**src/bbc_pkg.sv**
```systemverilog
// ----------------------------------------------------------------------------
// bbc_pkg: shared types and constants of the buffer cache LRU core
// Slot count, field widths, request and result codes, command struct.
// ----------------------------------------------------------------------------
package bbc_pkg;

  localparam int unsigned Slots     = 32;
  localparam int unsigned SlotW     = $clog2(Slots);
  localparam int unsigned LenW      = $clog2(Slots + 1);
  localparam int unsigned CountBits = 8;
  localparam int unsigned BlockW    = 32;
  localparam int unsigned AddrW     = 35;
  localparam int unsigned SpbW      = 4;

  localparam logic [2:0] KindAcquire = 3'd0;
  localparam logic [2:0] KindDirty   = 3'd1;
  localparam logic [2:0] KindRelease = 3'd2;
  localparam logic [2:0] KindSync    = 3'd3;
  localparam logic [2:0] KindDrop    = 3'd4;

  localparam logic [1:0] ActWriteback = 2'd0;
  localparam logic [1:0] ActFetch     = 2'd1;
  localparam logic [1:0] ActComplete  = 2'd2;

  localparam logic [1:0] StatOk      = 2'd0;
  localparam logic [1:0] StatNoBuf   = 2'd1;
  localparam logic [1:0] StatStorage = 2'd2;

  localparam logic [SpbW-1:0] SpbReset = 4'd2;

  typedef struct packed {
    logic [2:0]        kind;
    logic [BlockW-1:0] block_number;
    logic [4:0]        slot;
    logic [31:0]       writeback_fail_mask;
    logic              fetch_fail;
  } req_t;

  typedef struct packed {
    logic [1:0]        action;
    logic [4:0]        result_slot;
    logic [BlockW-1:0] result_block;
    logic [AddrW-1:0]  sector_address;
    logic [SpbW-1:0]   sector_count;
    logic [1:0]        status;
    logic              hit;
    logic              last;
  } rsp_t;

  // controller -> datapath commands
  typedef enum logic [3:0] {
    OpNone, OpLatch, OpHitScan, OpHitApply, OpLruScan, OpLruWb, OpFetch,
    OpSimple, OpSyncSlot, OpDropSlot, OpMissDone, OpSyncDone, OpLruLoad
  } op_e;

  typedef struct packed {
    op_e op;
    logic emit;   // load output register with the formed result
  } cmd_t;

  typedef struct packed {
    logic hit_found;     // hit located
    logic scan_end;      // scan pointer past end
    logic cand_dirty;    // current candidate dirty
    logic cand_fail;     // current candidate write-back fails
    logic victim_found;
    logic [2:0] kind;
  } sts_t;

endpackage

```
**src/bbc_ctrl.sv**
```systemverilog
// ----------------------------------------------------------------------------
// bbc_ctrl: request sequencer
// Walks the datapath through hit search, victim scan, dirty/release updates, sync and drop sweeps.
// ----------------------------------------------------------------------------
module bbc_ctrl (
  input  logic                 clk_i,
  input  logic                 rst_ni,
  input  logic                 in_valid_i,
  output logic                 in_ready_o,
  input  logic                 out_full_i,
  input  bbc_pkg::sts_t        sts_i,
  output bbc_pkg::cmd_t        cmd_o
);

  typedef enum logic [3:0] {
    StIdle, StHit, StHitApply, StLoad, StScan, StFetch, StMissDone,
    StSimple, StSync, StDrop, StSyncDone
  } state_e;

  state_e state_q, state_d;

  assign in_ready_o = (state_q == StIdle);

  always_comb begin
    state_d = state_q;
    cmd_o   = '{op: bbc_pkg::OpNone, emit: 1'b0};
    case (state_q)
      StIdle: begin
        if (in_valid_i) begin
          cmd_o.op = bbc_pkg::OpLatch;
          state_d  = StHit;
        end
      end
      StHit: begin
        // dispatch on kind, or scan tags for an acquire
        if (sts_i.kind == bbc_pkg::KindAcquire) begin
          if (sts_i.hit_found) begin
            state_d = StHitApply;
          end else if (sts_i.scan_end) begin
            cmd_o.op = bbc_pkg::OpLruLoad;
            state_d  = StLoad;
          end else begin
            cmd_o.op = bbc_pkg::OpHitScan;
          end
        end else if (sts_i.kind == bbc_pkg::KindDirty ||
                     sts_i.kind == bbc_pkg::KindRelease) begin
          state_d = StSimple;
        end else if (sts_i.kind == bbc_pkg::KindSync ||
                     sts_i.kind == bbc_pkg::KindDrop) begin
          cmd_o.op = bbc_pkg::OpLruLoad;
          state_d  = StSync;
        end else begin
          state_d = StIdle;
        end
      end
      StHitApply: begin
        if (!out_full_i) begin
          cmd_o   = '{op: bbc_pkg::OpHitApply, emit: 1'b1};
          state_d = StIdle;
        end
      end
      StLoad: state_d = StScan;
      StScan: begin
        if (sts_i.victim_found) begin
          state_d = StFetch;
        end else if (sts_i.scan_end) begin
          state_d = StMissDone;
        end else if (!sts_i.cand_dirty) begin
          cmd_o.op = bbc_pkg::OpLruScan;
        end else if (!out_full_i) begin
          cmd_o = '{op: bbc_pkg::OpLruWb, emit: 1'b1};
        end
      end
      StFetch: begin
        if (!out_full_i) begin
          cmd_o   = '{op: bbc_pkg::OpFetch, emit: 1'b1};
          state_d = StMissDone;
        end
      end
      StMissDone, StSyncDone: begin
        if (!out_full_i) begin
          cmd_o   = '{op: (state_q == StMissDone) ? bbc_pkg::OpMissDone
                                                  : bbc_pkg::OpSyncDone,
                      emit: 1'b1};
          state_d = StIdle;
        end
      end
      StSimple: begin
        if (!out_full_i) begin
          cmd_o   = '{op: bbc_pkg::OpSimple, emit: 1'b1};
          state_d = StIdle;
        end
      end
      StSync: begin
        if (sts_i.scan_end) begin
          state_d = (sts_i.kind == bbc_pkg::KindDrop) ? StDrop : StSyncDone;
          cmd_o.op = bbc_pkg::OpLruLoad;
        end else if (!sts_i.cand_dirty) begin
          cmd_o.op = bbc_pkg::OpSyncSlot;
        end else if (!out_full_i) begin
          cmd_o = '{op: bbc_pkg::OpSyncSlot, emit: 1'b1};
        end
      end
      StDrop: begin
        if (sts_i.scan_end) begin
          state_d = StSyncDone;
        end else begin
          cmd_o.op = bbc_pkg::OpDropSlot;
        end
      end
      default: state_d = StIdle;
    endcase
  end

  always_ff @(posedge clk_i or negedge rst_ni) begin
    if (!rst_ni) begin
      state_q <= StIdle;
    end else begin
      state_q <= state_d;
    end
  end

endmodule

```
**config.mk**
```make
export PLATFORM = sky130hd
export DESIGN_NAME = bbc_ctrl
export DESIGN_NICKNAME = d
export VERILOG_FILES = /design/src/bbc_pkg.sv /design/src/bbc_ctrl.sv
export SDC_FILE = /design/constraint.sdc
export NUM_CORES = 1
export LEC_CHECK = 0
export BUFFER_PORTS_ARGS = -buffer_cell sky130_fd_sc_hd__buf_2
export CORE_ASPECT_RATIO = 1.2
export CORE_MARGIN = 2
export CORE_UTILIZATION = 35
export DETAILED_ROUTE_END_ITERATION = 12
export GPL_TIMING_DRIVEN = 0
export PLACE_DENSITY = 0.7
export SLEW_MARGIN = 20
export SYNTH_ARGS = -nofsm -noshare
export SYNTH_HDL_FRONTEND = slang
export SYNTH_SLANG_ARGS = --single-unit
```
**constraint.sdc**
```tcl
create_clock -name clk_i -period 2.85 [get_ports clk_i]
set_clock_uncertainty 0.1 [all_clocks]
set_input_delay 0.7125 -clock clk_i [delete_from_list [all_inputs] [get_ports clk_i]]
set_output_delay 0.7125 -clock clk_i [all_outputs]
set_load 0.005 [all_outputs]
```
## Word-level counts from Yosys, hierarchy flattened

Cells that the tools add are included.

- Word-level logic and storage cells: 67
- Register bits after elaboration: 4
- Output and inout port bits: 6
- Bits of input ports: 12

- Mux-type cells: 38
- Equal/unequal tests: 21
- Reductions and logical operators: 7

Operators with widths:

| operator | number |
|---|---|
| 4-bit 2-to-1 mux | 23 |
| 4-bit case mux with 9 select lines | 1 |
| 4-bit case mux with 8 select lines | 1 |
| 5-bit 2-to-1 mux | 4 |
| 4-bit by 3-bit equality test with 1-bit output (second input constant) | 4 |
| 4-bit equality test (second input constant) | 3 |
| 2-bit inequality test (second input constant) | 5 |
| 4-bit by 2-bit equality test with 1-bit output (second input constant) | 2 |
| 7-bit AND reduction | 1 |
| 3-bit by 2-bit equality test with 1-bit output (second input constant) | 2 |
| 3-bit 2-to-1 mux | 2 |
| 1-bit case mux with 6 select lines | 1 |
| 1-bit 2-to-1 mux | 5 |
| 4-bit by 1-bit equality test with 1-bit output (second input constant) | 1 |
| 4-bit logical NOT | 1 |
| 4-bit inequality test (second input constant) | 1 |
| 4-bit OR reduction | 1 |
| 3-bit by 1-bit equality test with 1-bit output (second input constant) | 1 |
| 3-bit equality test (second input constant) | 1 |
| 3-bit logical NOT | 1 |
| 3-bit inequality test (second input constant) | 1 |
| 1-bit logical OR | 2 |
| 2-bit 2-to-1 mux | 1 |
| 2-bit OR reduction | 1 |

## Longest topological paths before layout

- Word-level depth: 6
- Gate-level depth with buffers: 6
- Depth with buffers taken out: 5

## Least setup slack after synthesis

Ideal clock, no wire load.

- Path type: input-to-output
- Start: input sts_i[2] (netlist name)
- End: output cmd_o[2] (netlist name)
- Buffers on the path: 0
- Data required time: 2.037 ns
- Cell stages on the path: 3
- Arrival time: 1.423 ns
- Slack: 0.615 ns
- Cells stage by stage: nand2b_1 or4_1 o22ai_1

RTL lines:

| what | line | RTL |
|---|---|---|
| start: declaration | bbc_ctrl.sv:11 | `input bbc_pkg::sts_t sts_i,` |
| end: declaration | bbc_ctrl.sv:12 | `output bbc_pkg::cmd_t cmd_o` |

==> results.yml <==
yosys:
  synth-seq-cells: 4
  synth_fp_nets: 90
  yosysTopAreaCell: "dfrtp_1"
  synth-adder-area-share_pct: 0
  yosys.area.top_type_share_pct: 17.9
  synth_top_family_by_area: "compound AO/OA/AOI/OAI gates"
  avgSynthCellArea_sq_um: 7.17
  synthMuxAreaShare_pct: 1.79
  synth-xor-area-share_pct: 1.57
  synth-simple-area-share_pct: 30.9
  ys_seq_area_share_pct: 17.9
  synth.cell_area_sq_um: 559
  synth-warning-count: 0
  synth_area_leaders: "dfrtp_1 18%, nor2_1 7.4%, nand2_1 6.0%"
  ys_types: 36
  syn_inst: 78
  synth_compound_gate_area_share_pct: 38.3
timing:
  maxSlewViolCount: 0
  finalCritPeriodShare_pct: 90.5
  rsz0062_at_grt: "no"
  hold_viol_final: 0
  worstMarginPinSlew_ps: 392
  max_freq_mhz: 388
  min_period_ps: 2580
  setup_slack_ps: 270
  fin_tns_setup_ps: 0
  setup_viol: 0
  relSlewSlack_pct: 73.8
floorplan:
  die_area_sq_um: 1940
  die_w_um: 40.5
  io_pins: 18
  core-area_sq_um: 1460
  chipHeight_um: 47.8
  initial_core_util_pct: 38.2
  rows: 15
pwr:
  leakagePower_uw: 0.000294
  power_frac_comb_pct: 71.3
  p_seq_share_pct: 17.9
  p_int_uw: 334
  power_density_nw_per_um2: 921
  ir_worst_vdd_v: 0.000293
  swShare_pct: 46.9
  switchingPower_uw: 295
  clock_power_share_pct: 10.8
layout:
  reg.largest.list: "state_q (4)"
  multi_input_area_sq_um: 405
  antenna_cells: 0
  n_fill_cell: 156
  regArea_sq_um: 100
  regMostFlops: "state_q"
  drive_above_1_share_pct: 29.9
  final_nets: 111
  largest_reg_flops: 4
  syn_to_final_growth_pct: 22.1
global_route:
  grt_pass1_vias: 538
  antenna_found_initial: 0
  grt_remaining_overflow: 0
  grt_max_degree: 11
  grt_usage_pct: 18.0
  grt_pass1_wl_um: 2240
setup_path:
  critPathRequiredTime_ps: 2040
  cp.arrival_ps: 1770
  cpMaxStageDelayCell: "or4_1"
  cp.buffers_inverters: 2
  startpoint: "sts_i[2]"
  crit_type: "in2out"
  setup.worst_path.end_class: "output pin"
  crit_chain: "buf_2 -> nand2b_1 -> or4_1 -> o22ai_1 -> buf_2"
  critical-path-max-stage-delay_ps: 440
  worstPathMaxFanout: 5
  critPathMostFrequentCell: "buf_2"
  cp-start-kind: "input pin"
  critical-path-top-delay-family: "simple AND/OR/NAND/NOR gates"
  r2r_start: "state_q[0]$_DFFE_PN0P_"
outcome:
  status: "complete, no violations"
placed_design:
  dp_slack_ps: 299
  dp_hpwl_um: 1170
  port_buffers: 16
  place_congestion: 0.833
drt:
  drt_pass1_iterations: 4
  dr_wl_met3_um: 73
  antenna_left: 0
  vias_per_cell: 5.76
  drc: 0
  dr_total_vias: 657
  wl_um: 1480
  top_layer_used: "met4"
  met2_length_um: 739
  drt_iter0_markers: 19
  wl_per_cell_um: 13.0
  wl_met1_um: 631
job:
  drv_cap: 0
cts:
  clock_path_buffers: 2
  clock_latency_ps: 230
  tritoncts: "built"
  cts-resized-gates: 0
  cts_buffers: 3
  clkTransAtPathRegs_ps: 30
  clkSinkCount: 4
  h-tree-depth: 1
  cts_setup_buffers: 0
  cts_hold_buffers: 0
  cts_root_buf: "clkbuf_4"
hold_path:
  hold_path_class: "in2async"
==> cell usage in the layout, fill, tap and decap left out, drive strengths merged, types with 2 or more instances in the layout <==
cell type and n:
o211ai 2, buf 21, o2bb2ai 2, o22a 2, a32oi 2, nor2 11
or4 3, nand3 3, nand2 9, nor2b 2, o21ai 11, a21oi 3
clkbuf 3, inv 3, dfrtp 4
==> per-layer routing <==
metal	track usage (%)	vias up
met3	2.79	4
met4	12.0	0
met1	20.7	299
li1	-	337
met2	29.8	17
met5	0	-
==> cell usage after synthesis (all sizes together) <==
cell type	count
a21oi	3
a32o	1
inv	3
a32oi	2
xnor2	1
and2b	1
dfrtp	4
nand2b	1
a211oi	1
o22a	2
nor3	1
o2bb2ai	2
nor3b	1
or2	1
o31ai	1
a2111oi	1
o221ai	1
buf	5
or4	3
o211ai	2
o21ai	11
nor2b	2
mux2i	1
o22ai	1
nand3	3
nor2	11
o311a	1
nor4	1
nand3b	1
nand2	9
==> final cells by class <==
| cell class | count | share of cell area [%] |
|---|---|---|
| multi-input cells | 66 | 59.3 |
| clock buffers | 3 | 3.30 |
| well taps | 17 | 3.11 |
| inverters | 3 | 1.65 |
| repair buffers | 16 | 11.7 |
| plain buffers | 5 | 6.23 |
| flip-flops and latches | 4 | 14.7 |
==> power by group through the flow <==
stage	combinational [uW]	sequential [uW]	clock, uW
6_report	449	112	68.1
5_1_grt	497	116	73.1
2_1_floorplan	336	105	0
4_1_cts	446	112	69.3
3_5_place_dp	445	113	0
3_3_place_gp	445	114	0
==> final timing paths <==
check / cells past startpoint / end / slack (ps)
worst max-delay path: 5 / cmd_o[2] / 270
worst min-delay path: 1 / state_q[0]$_DFFE_PN0P_ / 170
worst max register to register: 6 / state_q[0]$_DFFE_PN0P_ / 1050
worst min register to register: 3 / state_q[0]$_DFFE_PN0P_ / 610
max in group asynchronous: 1 / state_q[3]$_DFFE_PN0P_ / 2360
min in group clk_i: 3 / state_q[0]$_DFFE_PN0P_ / 610
==> per-stage QoR <==
| step | total power, uW | hold slack [ps] | util [%] | cell area (sq um) | cells |
|---|---|---|---|---|---|
| final | 629 | 173 | 46.7 | 683 | 114 |
| after global routing | 685 | 176 | 46.7 | 683 | 114 |
| after CTS | 627 | 171 | 46.7 | 683 | 114 |
| after detailed placement | 558 | 417 | 45.1 | 661 | 111 |
| after global placement | 558 | 416 | 45.1 | 661 | 111 |
| after floorplan | 442 | 317 | - | 559 | 78 |
==> cell families after synthesis <==
kind of cell,Yosys count
and+or+nand+nor,35
DFF,4
muxes,1
AOI/OAI and AO/OA,29
buffers and inverters,8
xor gates and xnor gates,1
No activity file was read; power rests on OpenSTA's default activity.
